$ cat src/design/fcc_pkg.sv
// fcc_pkg: shared types, constants and the CRC-16/MODBUS byte update
// for the CRC-16 frame checker. No dependencies.
package fcc_pkg;

    localparam int CNT_W       = 17;
    localparam int CFG_INDEX_W = 8;
    localparam int CFG_DATA_W  = 16;

    localparam logic [CNT_W-1:0] CNT_MAX         = 17'h1FFFF;
    localparam logic [15:0]      CRC_INIT        = 16'hFFFF;
    localparam logic [15:0]      CRC_POLY        = 16'hA001;
    localparam logic [15:0]      MAX_PAYLOAD_RST = 16'd256;

    // Configuration register indexes
    localparam logic [CFG_INDEX_W-1:0] CFG_SYNC_FIRST  = 8'd0;
    localparam logic [CFG_INDEX_W-1:0] CFG_SYNC_SECOND = 8'd1;
    localparam logic [CFG_INDEX_W-1:0] CFG_VERSION     = 8'd2;
    localparam logic [CFG_INDEX_W-1:0] CFG_MAX_PAYLOAD = 8'd3;

    // Fixed frame positions
    localparam logic [CNT_W-1:0] POS_SYNC0   = 17'd0;
    localparam logic [CNT_W-1:0] POS_SYNC1   = 17'd1;
    localparam logic [CNT_W-1:0] POS_VERSION = 17'd2;
    localparam logic [CNT_W-1:0] POS_TYPE    = 17'd3;
    localparam logic [CNT_W-1:0] POS_LEN_LO  = 17'd4;
    localparam logic [CNT_W-1:0] POS_LEN_HI  = 17'd5;
    localparam logic [CNT_W-1:0] POS_PAYLOAD = 17'd6;
    localparam logic [CNT_W:0]   MIN_FRAME   = 18'd8;

    typedef enum logic [2:0] {
        ST_OK,
        ST_SHORT,
        ST_BAD_SYNC,
        ST_BAD_VERSION,
        ST_BAD_LENGTH,
        ST_BAD_CRC
    } fcc_status_t;

    typedef struct packed {
        logic [7:0] data_byte;
        logic       last_byte;
    } fcc_in_t;

    typedef struct packed {
        logic [7:0]  payload_byte;
        logic        payload_valid;
        logic        frame_done;
        fcc_status_t status;
        logic [7:0]  frame_type;
        logic [15:0] frame_len;
    } fcc_out_t;

    typedef struct packed {
        logic [7:0]  sync_first;
        logic [7:0]  sync_second;
        logic [7:0]  version_value;
        logic [15:0] max_payload;
    } fcc_cfg_t;

    // One byte of reflected CRC-16, eight shift steps unrolled.
    function automatic logic [15:0] fcc_crc_byte(input logic [15:0] crc_in,
                                                 input logic [7:0]  b);
        logic [15:0] c;
        c = crc_in ^ {8'h00, b};
        for (int k = 0; k < 8; k++)
        begin
            c = c[0] ? ((c >> 1) ^ CRC_POLY) : (c >> 1);
        end
        return c;
    endfunction

endpackage

$ cat src/design/fcc_cfg_regs.sv
// fcc_cfg_regs: configuration register file of the frame checker.
// Depends on fcc_pkg.
module fcc_cfg_regs (
    input  logic                           clk,
    input  logic                           rst_n,
    input  logic                           cfg_valid,
    output logic                           cfg_ready,
    input  logic [fcc_pkg::CFG_INDEX_W-1:0] cfg_index,
    input  logic [fcc_pkg::CFG_DATA_W-1:0]  cfg_data,
    output fcc_pkg::fcc_cfg_t              cfg
);
    import fcc_pkg::*;

    fcc_cfg_t cfg_reg;
    fcc_cfg_t cfg_next;

    assign cfg_ready = 1'b1;
    assign cfg       = cfg_reg;

    always_comb
    begin
        cfg_next = cfg_reg;
        if (cfg_valid)
        begin
            case (cfg_index)
                CFG_SYNC_FIRST:  cfg_next.sync_first    = cfg_data[7:0];
                CFG_SYNC_SECOND: cfg_next.sync_second   = cfg_data[7:0];
                CFG_VERSION:     cfg_next.version_value = cfg_data[7:0];
                CFG_MAX_PAYLOAD: cfg_next.max_payload   = cfg_data[15:0];
                default:         cfg_next = cfg_reg;   // unknown index ignored
            endcase
        end
    end

    always_ff @(posedge clk or negedge rst_n)
    begin
        if (!rst_n)
        begin
            cfg_reg.sync_first    <= 8'h00;
            cfg_reg.sync_second   <= 8'h00;
            cfg_reg.version_value <= 8'h00;
            cfg_reg.max_payload   <= MAX_PAYLOAD_RST;
        end
        else
        begin
            cfg_reg <= cfg_next;
        end
    end

endmodule

$ cat src/design/fcc_frame.sv
// fcc_frame: per-frame state (position, CRC, delay line, header fields)
// and the result logic for one byte. Depends on fcc_pkg.
module fcc_frame (
    input  logic              clk,
    input  logic              rst_n,
    input  logic              fire,
    input  fcc_pkg::fcc_in_t  item,
    input  fcc_pkg::fcc_cfg_t cfg,
    output fcc_pkg::fcc_out_t result
);
    import fcc_pkg::*;

    logic [CNT_W-1:0] count_reg, count_next;
    logic [15:0]      crc_reg, crc_next;
    logic [7:0]       held0_reg, held0_next;
    logic [7:0]       held1_reg, held1_next;
    logic [15:0]      len_reg, len_next;
    logic [7:0]       type_reg, type_next;
    logic             sync_ok_reg, sync_ok_next;
    logic             ver_ok_reg, ver_ok_next;

    // values after this byte's header capture
    logic [CNT_W-1:0] p;
    logic [7:0]       b;
    logic             sync_ok_upd, ver_ok_upd;
    logic [7:0]       type_upd;
    logic [15:0]      len_upd;
    logic [15:0]      crc_upd;
    logic [CNT_W-1:0] count_upd;
    logic [CNT_W:0]   total;
    logic [15:0]      rx_crc;
    logic             pv;
    fcc_status_t      st;

    assign p = count_reg;
    assign b = item.data_byte;

    always_comb
    begin
        sync_ok_upd = sync_ok_reg;
        if ((p == POS_SYNC0 && b != cfg.sync_first) ||
            (p == POS_SYNC1 && b != cfg.sync_second))
        begin
            sync_ok_upd = 1'b0;
        end
        ver_ok_upd = (p == POS_VERSION) ? (b == cfg.version_value) : ver_ok_reg;
        type_upd   = (p == POS_TYPE) ? b : type_reg;
        len_upd    = len_reg;
        if (p == POS_LEN_LO)
        begin
            len_upd = {len_reg[15:8], b};
        end
        if (p == POS_LEN_HI)
        begin
            len_upd = {b, len_reg[7:0]};
        end

        pv = (p >= POS_PAYLOAD) && ((p - POS_PAYLOAD) < {1'b0, len_upd});

        // the two newest bytes stay out of the CRC until they age out
        crc_upd   = (p >= POS_LEN_LO) ? fcc_crc_byte(crc_reg, held1_reg) : crc_reg;
        count_upd = (p == CNT_MAX) ? p : p + 1'b1;

        total  = {1'b0, p} + 1'b1;
        rx_crc = {b, held0_reg};

        if (total < MIN_FRAME)
            st = ST_SHORT;
        else if (!sync_ok_upd)
            st = ST_BAD_SYNC;
        else if (!ver_ok_upd)
            st = ST_BAD_VERSION;
        else if (len_upd > cfg.max_payload ||
                 total != MIN_FRAME + {2'b00, len_upd})
            st = ST_BAD_LENGTH;
        else if (rx_crc != crc_upd)
            st = ST_BAD_CRC;
        else
            st = ST_OK;

        result.payload_byte  = b;
        result.payload_valid = pv;
        result.frame_done    = item.last_byte;
        result.status        = item.last_byte ? st : ST_OK;
        result.frame_type    = (item.last_byte && st == ST_OK) ? type_upd : 8'h00;
        result.frame_len     = (item.last_byte && st == ST_OK) ? len_upd : 16'h0000;
    end

    always_comb
    begin
        count_next   = count_reg;
        crc_next     = crc_reg;
        held0_next   = held0_reg;
        held1_next   = held1_reg;
        len_next     = len_reg;
        type_next    = type_reg;
        sync_ok_next = sync_ok_reg;
        ver_ok_next  = ver_ok_reg;
        if (fire)
        begin
            if (item.last_byte)
            begin
                count_next   = '0;
                crc_next     = CRC_INIT;
                held0_next   = 8'h00;
                held1_next   = 8'h00;
                len_next     = 16'h0000;
                type_next    = 8'h00;
                sync_ok_next = 1'b1;
                ver_ok_next  = 1'b1;
            end
            else
            begin
                count_next   = count_upd;
                crc_next     = crc_upd;
                held0_next   = b;
                held1_next   = held0_reg;
                len_next     = len_upd;
                type_next    = type_upd;
                sync_ok_next = sync_ok_upd;
                ver_ok_next  = ver_ok_upd;
            end
        end
    end

    always_ff @(posedge clk or negedge rst_n)
    begin
        if (!rst_n)
        begin
            count_reg   <= '0;
            crc_reg     <= CRC_INIT;
            held0_reg   <= 8'h00;
            held1_reg   <= 8'h00;
            len_reg     <= 16'h0000;
            type_reg    <= 8'h00;
            sync_ok_reg <= 1'b1;
            ver_ok_reg  <= 1'b1;
        end
        else
        begin
            count_reg   <= count_next;
            crc_reg     <= crc_next;
            held0_reg   <= held0_next;
            held1_reg   <= held1_next;
            len_reg     <= len_next;
            type_reg    <= type_next;
            sync_ok_reg <= sync_ok_next;
            ver_ok_reg  <= ver_ok_next;
        end
    end

endmodule

$ cat src/design/frame_checker_crc16_core.sv
// frame_checker_crc16_core: top level of the CRC-16/MODBUS frame checker.
// Depends on fcc_pkg, fcc_cfg_regs and fcc_frame.
//
//  channel | direction | handshake          | payload
//  --------+-----------+--------------------+---------------------------------
//  in      | input     | in_valid/in_stall  | in_data  (fcc_in_t: byte, last)
//  out     | output    | out_valid/out_stall| out_data (fcc_out_t: result item)
//  cfg     | input     | cfg_valid/cfg_ready| cfg_index, cfg_data
//
// One item per cycle sustained while out_stall is low. An accepted item waits
// in the input register, then moves into the result register, where out_valid
// rises; a full, stalled result register holds it back. The unrolled 8-step CRC
// byte update plus the status compare set the path between the two registers.
// Reset (rst_n, async low) empties both registers and clears frame state.
// out_stall holds the result register; in_stall rises only when an item
// waits in the input register and the result register cannot move.
module frame_checker_crc16_core (
    input  logic                            clk,
    input  logic                            rst_n,
    // item input
    input  logic                            in_valid,
    output logic                            in_stall,
    input  fcc_pkg::fcc_in_t                in_data,
    // result output
    output logic                            out_valid,
    input  logic                            out_stall,
    output fcc_pkg::fcc_out_t               out_data,
    // configuration writes
    input  logic                            cfg_valid,
    output logic                            cfg_ready,
    input  logic [fcc_pkg::CFG_INDEX_W-1:0] cfg_index,
    input  logic [fcc_pkg::CFG_DATA_W-1:0]  cfg_data
);
    import fcc_pkg::*;

    logic     in_valid_reg, in_valid_next;
    fcc_in_t  in_item_reg;
    logic     out_valid_reg, out_valid_next;
    fcc_out_t out_item_reg;
    fcc_out_t result;
    fcc_cfg_t cfg;
    logic     advance;   // result register can take a new item
    logic     fire;      // input-register item moves into the result register
    logic     take_in;   // item accepted on the input channel

    fcc_cfg_regs u_cfg (
        .clk       (clk),
        .rst_n     (rst_n),
        .cfg_valid (cfg_valid),
        .cfg_ready (cfg_ready),
        .cfg_index (cfg_index),
        .cfg_data  (cfg_data),
        .cfg       (cfg)
    );

    fcc_frame u_frame (
        .clk    (clk),
        .rst_n  (rst_n),
        .fire   (fire),
        .item   (in_item_reg),
        .cfg    (cfg),
        .result (result)
    );

    assign advance  = !out_valid_reg || !out_stall;
    assign fire     = in_valid_reg && advance;
    assign in_stall = in_valid_reg && !advance;
    assign take_in  = in_valid && !in_stall;

    // input register refills whenever it is empty or moving on
    assign in_valid_next  = in_stall ? in_valid_reg : in_valid;
    assign out_valid_next = advance ? in_valid_reg : out_valid_reg;

    always_ff @(posedge clk or negedge rst_n)
    begin
        if (!rst_n)
        begin
            in_valid_reg  <= 1'b0;
            out_valid_reg <= 1'b0;
        end
        else
        begin
            in_valid_reg  <= in_valid_next;
            out_valid_reg <= out_valid_next;
        end
    end

    // payload registers, no reset
    always_ff @(posedge clk)
    begin
        if (take_in)
        begin
            in_item_reg <= in_data;
        end
        if (fire)
        begin
            out_item_reg <= result;
        end
    end

    assign out_valid = out_valid_reg;
    assign out_data  = out_item_reg;

endmodule

$ cat config.mk
export PLATFORM = sky130hd
export DESIGN_NAME = frame_checker_crc16_core
export DESIGN_NICKNAME = d
export VERILOG_FILES = /design/src/design/fcc_pkg.sv /design/src/design/fcc_cfg_regs.sv /design/src/design/fcc_frame.sv /design/src/design/frame_checker_crc16_core.sv
export SDC_FILE = /design/constraint.sdc
export NUM_CORES = 1
export LEC_CHECK = 0
export BUFFER_PORTS_ARGS = -buffer_cell sky130_fd_sc_hd__buf_2
export CORE_ASPECT_RATIO = 1.1
export CORE_UTILIZATION = 55
export CTS_CLUSTER_SIZE = 14
export DETAILED_ROUTE_END_ITERATION = 12
export PLACE_DENSITY = 0.77
export SLEW_MARGIN = 40
export SYNTH_ARGS = -nofsm -noshare
export SYNTH_HDL_FRONTEND = slang
export SYNTH_SLANG_ARGS = --single-unit
$ cat constraint.sdc
create_clock -name clk -period 4.05 [get_ports clk]
set_input_delay 1.215 -clock clk [delete_from_list [all_inputs] [get_ports clk]]
set_output_delay 1.215 -clock clk [all_outputs]
set_load 0.005 [all_outputs]
==> results.tsv, run 1 <==
stage	metric	value	unit
setup_path	Slowest-stage cell, CP	or4b_4	
setup_path	arrival time worst endpoint	4.21	ns
setup_path	crit-path leading delay family	simple AND/OR/NAND/NOR gates	
job	# Max-Cap Violations	0	
timing	Max-Slew Margin vs Limit	0.476	
global_routing	Total GRT Usage	0.293	
final_layout	Sequential Area	4330	um^2
logic_synthesis	EDFF count, synth	46	
final_layout	layout cells sized above 1	0.283	
timing	Finish-stage setup viols	0	
final_layout	Nets	1131	
route	met3 WL post-DR	1620	um
setup_path	Worst path most repeated cell	buf_12	
final_layout	area of the multi-input gates	5110	um^2
route	routed wl met2	12000	um
setup_path	r2r setup slk	0.12	ns
global_routing	vias in the first global route	7597	
final_layout	post-route cell area	11600	um^2
floorplan	Ports	78	
timing	Worst Tran Pin Value	0.783	ns
floorplan	DIE WIDTH	129	um
clock_tree	clock slew at reported path FFs	0.08	ns
logic_synthesis	sequential-to-total area share from yosys stat	0.441	
clock_tree	Hold Buf Count CTS	0	
logic_synthesis	Seq cells post-synth	163	
power	total power	4.45	mW
place	detailed placer's ending HPWL	18300	um
logic_synthesis	cells after synthesis	925	
logic_synthesis	share of flip-flops with an asynchronous set or reset	0.718	
logic_synthesis	area share of the largest cell type after synthesis	0.249	
route	drt pass-1 iters	5	
setup_path	crit path buf inv count	4	
route	Avg Vias per Cell	5.89	
floorplan	num rows	50	
worst_hold_path	worst hold path type	flip-flop to flip-flop	
clock_tree	CTS Sinks	163	
logic_synthesis	Mapped Nets	1002	
route	Final Routed Wirelength	25200	um
route	highest metal used	met4	
final_layout	area grow syn2layout	17.8	%
final_layout	max reg flops	40	
place	Final GP Congestion	0.961	
clock_tree	CTS buffer count	17	
global_routing	largest net degree at the start of global routing	64	
route	drc violations	0	
route	Metal-1 WL	10500	um
place	# placed instances	1261	
timing	RSZ-0062 raised after global routing	yes	
clock_tree	clk_lat worst skew	0.44	ns
floorplan	Die Y	142	um
clock_tree	H-tree depth	4	
final_layout	final antenna diode count	0	
global_routing	global-route wire length before repair	40400	um
setup_path	CP cell instances	nor4_4 -> buf_4 -> and4_4 -> nand3_4 -> mux2i_2 -> inv_1 -> ha_1 -> a41o_1 -> or4b_4 -> a221oi_2 -> nand3_1 -> nor4b_2 -> nand4_2 -> buf_12 -> buf_12 -> nor3_2	
route	drt initial violations	758	
setup_path	critical setup path kind	flip-flop to flip-flop	
timing	fmax	255	MHz
clock_tree	Clock Path Buffers	2	
route	via count	7669	
final_layout	fill cell count	1326	
global_routing	initial antenna violation count	0	
setup_path	CP startpoint kind	flip-flop	
global_routing	grt total ovfl	0	
timing	minimum clock period	3.93	ns
logic_synthesis	Area contributors post-synth	dfrtp_1, edfxtp_1, xnor2_1	
final_layout	Final Non-Filler Cells	1301	
floorplan	Die ar.	18400	um^2
logic_synthesis	cell area after synthesis	9830	um^2
route	drt wl/cell	19.3	um
logic_synthesis	Synth area leader	dfrtp_1	
power	peak supply drop	0.000312	V
floorplan	Initial Util	0.569	
logic_synthesis	Synth Warn #	0	
setup_path	CP max stage delay	0.48	ns
place	Buffers on Ports	76	
route	Final ANT Viol Nets	0	
timing	Final Hold Vio Count	0	
power	Power Density	385	nW/um^2
logic_synthesis	Synth Area per Inst	10.6	um^2
timing	Slew Viols, Final	0	
logic_synthesis	Commonest cells post-synth	dfrtp_1, nand2_1, xnor2_1, o21ai_0	
clock_tree	root buf cell	clkbuf_16	
clock_tree	CTS tree	yes	
floorplan	core area	17300	um^2
run_status	status	complete, no violations	
timing	final worst path period share	0.970	
power	static leakage	5.11	nW
setup_path	CP Data Required Time	4.33	ns
setup_path	CP max FO	19	
logic_synthesis	top-count cell post-synth	dfrtp_1	
setup_path	crit end category	flip-flop	
logic_synthesis	Cell variety after synth	77	
place	dpl cell area	10900	um^2
logic_synthesis	Synth Flop Type	dfrtp_1	
timing	Fin Clk Skew	0.0160	ns
-- stage by stage --
| stage | utilization | worst slack [ns] | hold slack (ns) | setup TNS [ns] |
|---|---|---|---|---|
| after CTS | 0.665 | 0.0000129 | 0.509 | 0 |
| after global placement | 0.630 | 0.101 | 0.471 | 0 |
| final | 0.671 | 0.122 | 0.505 | 0 |
| after global routing | 0.671 | -0.0929 | 0.521 | -1.09 |
| after detailed placement | 0.630 | 0.0365 | 0.484 | 0 |
| after floorplan | - | 0.0110 | 0.424 | 0 |
-- cell families (layout without fill, tap and decap cells) --
kind of cell    after synthesis  count (layout)  synth area share
compound gates              163             163             0.110
xor+xnor                    107             107             0.101
other cells                   1               1          0.000382
simple gates                275             275             0.162
mux                          81              81            0.0928
buf+inv                      96             238            0.0433
fa+ha+maj                    39              39            0.0496
flops                       163             163             0.441
-- power by group --
group          total (mW)  internal [mW]  switching (mW)  leakage, nW
clock                1.69          0.983           0.703        0.296
sequential           1.90           1.82          0.0797         1.99
combinational       0.872          0.390           0.481         2.82
-- cells in the final DEF, fill, tap and decap left out, drive strengths merged, types with 21 or more instances in the layout --
| master | count |
|---|---|
| buf | 160 |
| dfrtp | 98 |
| nand2 | 79 |
| xnor2 | 77 |
| o21ai | 67 |
| inv | 49 |
| edfxtp | 46 |
| mux2 | 45 |
| ha | 39 |
| nor2 | 38 |
| nor3 | 37 |
| mux2i | 36 |
| xor2 | 26 |
| nand4 | 25 |
| nand3 | 23 |
| nand2b | 21 |
| a21oi | 21 |
-- repair_timing --
action / CTS / global route
setup buffers: 0 / 8
resized for setup: 0 / 8
endpoints found under the setup margin: 0 / 26
-- worst register-to-register path, stage by stage (launching register included) --
cell and delay [ns]:
dfrtp_1 0.42, nor4_4 0.27, buf_4 0.19, and4_4 0.25
nand3_4 0.15, mux2i_2 0.22, inv_1 0.07, ha_1 0.30
a41o_1 0.22, or4b_4 0.48, a221oi_2 0.22, nand3_1 0.12
nor4b_2 0.25, nand4_2 0.16, buf_12 0.20, buf_12 0.14
nor3_2 0.10
-- metal layers --
metal / global-route usage / up-vias
li1: - / 3566
met1: 0.379 / 3699
met2: 0.470 / 328
met3: 0.0560 / 76
met4: 0.143 / 0
met5: 0 / -
-- cell type report --
class	count	area share
Multi-Input combinational cell	666	0.441
Sequential cell	163	0.374
Clock inverter	13	0.0150
Inverter	46	0.0149
Tap cell	234	0.0253
Timing Repair Buffer	160	0.0919
Clock buffer	19	0.0374
-- final timing paths --
| check | start | to | depth (start not counted) |
|---|---|---|---|
| setup reg to reg | u_frame.count_reg[5] | out_data[9] | 16 |
| hold reg to reg | u_frame.held1_reg[0] | u_frame.held1_reg[0] | 2 |
| setup / recovery | u_frame.count_reg[5] | out_data[9] | 16 |
| max in group asynchronous | rst_n | u_frame.crc_reg[5] | 2 |
| min in group asynchronous | rst_n | u_frame.held1_reg[3] | 1 |
| hold / removal | u_frame.held1_reg[0] | u_frame.held1_reg[0] | 2 |
No activity file was read; power rests on OpenSTA's default activity.
==> inputs of run 2 (changes only) <==
--- a/config.mk
+++ b/config.mk
@@ -7,6 +7,7 @@
 export LEC_CHECK = 0
 export BUFFER_PORTS_ARGS = -buffer_cell sky130_fd_sc_hd__buf_2
 export CORE_ASPECT_RATIO = 1.1
+export CORE_MARGIN = 5
 export CORE_UTILIZATION = 55
 export CTS_CLUSTER_SIZE = 14
 export DETAILED_ROUTE_END_ITERATION = 12
==> run 2 against run 1 <==
Compared with the run above:
- sequential cell count stayed put
- combinational power is 3.1% higher
- register-to-register slack gained 0.03 ns
- critical endpoint is now out_data[26]
- highest routed layer unchanged
==> results.tsv, run 2 (synthesis results as in run 1) <==
stage	metric	value	unit
final_layout	final antenna diode count	0	
worst_hold_path	worst hold path type	flip-flop to flip-flop	
setup_path	crit-path leading delay family	simple AND/OR/NAND/NOR gates	
setup_path	critical setup path kind	flip-flop to flip-flop	
clock_tree	H-tree depth	4	
final_layout	max reg flops	40	
final_layout	area grow syn2layout	19.7	%
timing	Fin Clk Skew	0.0140	ns
setup_path	crit end category	flip-flop	
timing	Final Hold Vio Count	0	
final_layout	commonest non-fill, non-tap cell in the layout	dfrtp_1	
final_layout	layout cells sized above 1	0.299	
timing	Worst Tran Pin Value	0.727	ns
floorplan	Initial Util	0.558	
global_routing	initial antenna violation count	0	
route	drt wl/cell	20.3	um
place	pre-CTS setup slack	0.0688	ns
setup_path	CP cell instances	nor4_4 -> and4_4 -> nand3_4 -> buf_6 -> mux2i_4 -> inv_2 -> ha_4 -> a41o_1 -> or4b_4 -> a221oi_4 -> nand3_2 -> nor4b_4 -> nand4_4 -> buf_12 -> nor2b_1	
clock_tree	Clock Path Buffers	2	
clock_tree	root buf cell	clkbuf_16	
job	# Max-Cap Violations	0	
setup_path	CP Data Required Time	4.22	ns
clock_tree	clk_lat worst skew	0.44	ns
timing	Max-Slew Margin vs Limit	0.514	
power	Clk pwr share	0.370	
setup_path	arrival time worst endpoint	4.07	ns
power	sequential power share	0.428	
final_layout	fill cell count	1386	
power	total power	4.44	mW
global_routing	Total GRT Usage	0.268	
floorplan	Die Y	150	um
power	Net Sw Power	1.33	mW
route	Avg Vias per Cell	5.94	
power	peak supply drop	0.000303	V
route	via count	7783	
clock_tree	CTS buffer count	17	
route	drc violations	0	
setup_path	r2r setup slk	0.15	ns
floorplan	num rows	51	
setup_path	CP startpoint kind	flip-flop	
global_routing	vias in the first global route	7646	
final_layout	highest-count cells in the layout ignoring fill and taps	dfrtp_1, buf_4, nand2_1, xnor2_1, buf_2	
route	Final Routed Wirelength	26600	um
power	Power Density	378	nW/um^2
final_layout	Nets	1136	
clock_tree	CTS tree	yes	
floorplan	Ports	78	
setup_path	Slowest-stage cell, CP	or4b_4	
power	Combinational Power Share	0.202	
timing	fmax	256	MHz
route	drt initial violations	717	
power	Pint	3.12	mW
floorplan	Die ar.	20600	um^2
place	Buffers on Ports	76	
route	drt pass-1 iters	5	
global_routing	grt total ovfl	0	
timing	Slew Viols, Final	0	
power	Sw Share	0.299	
power	static leakage	5.14	nW
clock_tree	CTS Sinks	163	
timing	minimum clock period	3.90	ns
timing	final worst path period share	0.963	
timing	PnR worst setup slack	0.151	ns
setup_path	CP max FO	6	
run_status	status	complete, no violations	
floorplan	DIE WIDTH	137	um
global_routing	global-route wire length before repair	42100	um
setup_path	crit path buf inv count	3	
place	detailed placer's ending HPWL	19200	um
route	Final ANT Viol Nets	0	
floorplan	core area	17600	um^2
setup_path	CP max stage delay	0.50	ns
place	Final GP Congestion	1.01	
global_routing	largest net degree at the start of global routing	65	
clock_tree	clock slew at reported path FFs	0.07	ns
timing	Finish-stage setup viols	0	
final_layout	Util after Layout	0.668	
==> run 2: cell types whose count changed in the layout (fill, tap and decap cells not counted), moves of 3 or more <==
cell   delta
inv_6     +3
ha_4      +3
ha_1      -4
buf_6     +4
==> run 2: area by class of cell <==
class	count	area [um^2]	share of cell area
clock buffer	18	439	0.0373
clock inverter	14	163	0.0138
inverter	46	173	0.0147
multi-input combinational	666	5220	0.444
sequential	163	4330	0.368
tap	238	298	0.0253
timing repair buffer	165	1140	0.0968
==> run 2: power by group through the flow <==
stage	logic (mW)	clock network (mW)	registers [mW]
finish	0.899	1.64	1.90
global route	0.979	1.74	1.91
CTS	0.854	1.66	1.90
detailed placement	0.844	0	1.93
global placement	0.829	0	1.93
floorplan	0.551	0	1.91
==> run 2: final timing paths <==
path / from / endpoint / cells past startpoint
worst max-delay path: u_frame.count_reg[15] / out_data[26] / 15
worst min-delay path: u_frame.len_reg[2] / u_frame.len_reg[2] / 2
worst max register to register: u_frame.count_reg[15] / out_data[26] / 15
worst min register to register: u_frame.len_reg[2] / u_frame.len_reg[2] / 2
max in group asynchronous: rst_n / u_frame.count_reg[6] / 2
min in group asynchronous: rst_n / in_valid_reg / 1
==> run 2: worst reg2reg max path: stages, from the launching register on <==
cell      delay, ns
dfrtp_1        0.41
nor4_4         0.33
and4_4         0.30
nand3_4        0.12
buf_6          0.16
mux2i_4        0.18
inv_2          0.07
ha_4           0.23
a41o_1         0.22
or4b_4         0.50
a221oi_4       0.23
nand3_2        0.13
nor4b_4        0.28
nand4_4        0.19
buf_12         0.19
nor2b_1        0.12
==> run 2: through the flow <==
stage	hold WS [ns]	TNS [ns]	instances	area, um^2
finish	0.487	0	1310	11800
global route	0.513	-0.0612	1310	11800
CTS	0.486	0	1303	11500
detailed placement	0.480	0	1271	10900
global placement	0.469	0	1271	10900
floorplan	0.424	0	925	9830
==> run 2: timing repair <==
item / in CTS / in global routing
setup buffers: 0 / 4
resized for setup: 0 / 27
hold buffers: 0 / 0
setup endpoints to repair: 0 / 26
==> run 2: metal layers <==
| metal | global-route usage | vias to the layer above | wire (um) |
|---|---|---|---|
| met4 | 0.106 | 0 | 956 |
| met5 | 0 | - | 0 |
| met3 | 0.0424 | 60 | 1800 |
| met1 | 0.374 | 3814 | 11300 |
| li1 | - | 3588 | - |
| met2 | 0.419 | 321 | 12500 |
==> inputs of run 3 (changes only) <==
--- a/config.mk
+++ b/config.mk
@@ -11,7 +11,7 @@
 export CORE_UTILIZATION = 55
 export CTS_CLUSTER_SIZE = 14
 export DETAILED_ROUTE_END_ITERATION = 12
-export PLACE_DENSITY = 0.77
+export PLACE_DENSITY = 0.82
 export SLEW_MARGIN = 40
 export SYNTH_ARGS = -nofsm -noshare
 export SYNTH_HDL_FRONTEND = slang
==> run 3 against run 2 <==
Compared with the run above:
- cell area down 1.5%
- sequential share of layout area up 0.54 points
- die area unchanged
- worst hold slack better by 0.015 ns
- cell count down 0.69%
- core utilization down 0.97 points
- sequential cell count unchanged
- largest power group unchanged
==> results.tsv, run 3 (synthesis results as in run 1) <==
stage	metric	value	unit
setup_path	CP Data Required Time	4.32	ns
floorplan	Die Y	150	um
global_routing	initial antenna violation count	0	
clock_tree	Clock Path Buffers	2	
route	Avg Vias per Cell	5.91	
global_routing	grt total ovfl	0	
global_routing	vias in the first global route	7721	
clock_tree	root buf cell	clkbuf_16	
place	dpl cell area	10800	um^2
power	Power Density	389	nW/um^2
power	Sw Share	0.282	
place	Final GP Congestion	0.960	
final_layout	final antenna diode count	0	
final_layout	Util after Layout	0.658	
worst_hold_path	Hold Crit Start	u_frame.held1_reg[6]	
setup_path	Critical R2R Launch	u_frame.count_reg[8]	
floorplan	Initial Util	0.558	
floorplan	Ports	78	
power	Pint	3.24	mW
place	detailed placer's ending HPWL	18000	um
timing	minimum clock period	3.95	ns
floorplan	num rows	51	
place	Buffers on Ports	76	
floorplan	Die ar.	20600	um^2
global_routing	largest net degree at the start of global routing	66	
power	Clk pwr share	0.390	
final_layout	layout cells sized above 1	0.283	
final_layout	Nets	1127	
setup_path	arrival time worst endpoint	4.22	ns
clock_tree	CTS buffer count	17	
setup_path	reg2reg end	out_data[4]	
route	drt pass-1 iters	5	
final_layout	Final Non-Filler Cells	1301	
clock_tree	CTS tree	yes	
clock_tree	H-tree depth	4	
power	Combinational Power Share	0.190	
route	drc violations	0	
setup_path	crit end category	flip-flop	
final_layout	fill cell count	1357	
job	# Max-Cap Violations	0	
timing	Final Hold Vio Count	0	
global_routing	global-route wire length before repair	40300	um
setup_path	CP max FO	17	
setup_path	r2r setup slk	0.10	ns
route	drt wl/cell	19.3	um
timing	final worst path period share	0.975	
timing	PnR worst setup slack	0.102	ns
power	peak supply drop	0.000289	V
clock_tree	CTS Sinks	163	
route	Final ANT Viol Nets	0	
power	total power	4.52	mW
final_layout	max reg flops	40	
timing	Fin Clk Skew	0.0137	ns
power	Net Sw Power	1.27	mW
timing	fmax	253	MHz
power	static leakage	5.09	nW
place	pre-CTS setup slack	-0.0614	ns
worst_hold_path	hold depth	2	
setup_path	critical setup path kind	flip-flop to flip-flop	
timing	Max-Slew Margin vs Limit	0.485	
final_layout	area grow syn2layout	18.0	%
floorplan	core area	17600	um^2
setup_path	CP startpoint kind	flip-flop	
worst_hold_path	worst hold path type	flip-flop to flip-flop	
final_layout	highest-count cells in the layout ignoring fill and taps	dfrtp_1, nand2_1, xnor2_1, buf_4, buf_2	
route	Final Routed Wirelength	25100	um
timing	RSZ-0062 raised after global routing	yes	
timing	Slew Viols, Final	0	
place	# placed instances	1260	
final_layout	commonest non-fill, non-tap cell in the layout	dfrtp_1	
clock_tree	clock slew at reported path FFs	0.06	ns
timing	Worst Tran Pin Value	0.772	ns
route	via count	7694	
final_layout	post-route cell area	11600	um^2
floorplan	DIE WIDTH	137	um
route	drt initial violations	633	
timing	Finish-stage setup viols	0	
run_status	status	complete, no violations	
clock_tree	clk_lat worst skew	0.44	ns
global_routing	Total GRT Usage	0.254	
worst_hold_path	hold worst-path end	u_frame.held1_reg[6]	
setup_path	R2R depth	15	
power	sequential power share	0.420	
==> run 3: cell count changes in the layout (fill, tap and decap cells not counted), sizes merged <==
cell / before / now
clkbuf: 20 / 19
inv: 55 / 51
clkinvlp: 1 / 0
buf: 163 / 156
clkinv: 3 / 5
bufinv: 1 / 3
==> run 3: area by class of cell <==
class / count / area, um^2 / share of cell area
timing repair buffer: 156 / 1030 / 0.0887
clock inverter: 13 / 189 / 0.0163
inverter: 46 / 173 / 0.0149
multi-input combinational: 666 / 5110 / 0.441
tap: 238 / 298 / 0.0257
sequential: 163 / 4330 / 0.374
clock buffer: 19 / 464 / 0.0400
==> run 3: repair_timing <==
action                                  4_1_cts  5_1_grt
hold buffers                                  0        0
buffers inserted                              2        7
gates resized for setup                       2        8
endpoints found under the setup margin        8       27
pin swaps                                     1        2
==> run 3: worst max path at each step <==
| stage | cells after the start | to | start | slack [ns] |
|---|---|---|---|---|
| floorplan | 16 | out_data[20] | u_frame.count_reg[15] | 0.01 |
| global placement | 14 | out_data[26] | u_frame.count_reg[11] | 0.07 |
| detailed placement | 15 | out_data[28] | u_frame.count_reg[11] | -0.06 |
| CTS | 17 | out_data[11] | u_frame.count_reg[15] | 0.02 |
| global route | 16 | out_data[12] | u_frame.count_reg[7] | -0.12 |
| finish | 15 | out_data[4] | u_frame.count_reg[8] | 0.10 |
==> run 3: layer usage <==
| metal | up-vias | share of wire | global-route usage | wire (um) |
|---|---|---|---|---|
| met2 | 293 | 0.48 | 0.405 | 12000 |
| met3 | 71 | 0.063 | 0.0531 | 1590 |
| met1 | 3766 | 0.41 | 0.324 | 10300 |
| met4 | 0 | 0.045 | 0.138 | 1120 |
| met5 | - | 0 | 0 | 0 |
| li1 | 3564 | - | - | - |
==> run 3: through the flow <==
step	setup TNS, ns	hold WS (ns)
floorplan	0	0.424
global placement	0	0.465
detailed placement	-0.0746	0.481
CTS	0	0.494
global route	-1.24	0.522
finish	0	0.502
==> run 3: power by group through the flow <==
stage | sequential (mW) | clock, mW | combinational [mW]
final | 1.90 | 1.76 | 0.857
after global routing | 1.91 | 1.86 | 0.937
after CTS | 1.89 | 1.78 | 0.842
after detailed placement | 1.92 | 0 | 0.824
after global placement | 1.92 | 0 | 0.802
after floorplan | 1.91 | 0 | 0.551
==> run 3: critical path, stage by stage, from the launching register on <==
cell and delay, ns:
dfrtp_1 0.41, nor4_4 0.39, and4_4 0.31, nand3_4 0.15, mux2i_2 0.23, inv_1 0.07
ha_1 0.29, a41o_1 0.19, or4b_1 0.48, a221oi_2 0.22, nand3_1 0.13, nor4b_2 0.26
nand4_2 0.18, buf_12 0.21, buf_4 0.14, nor3_2 0.12
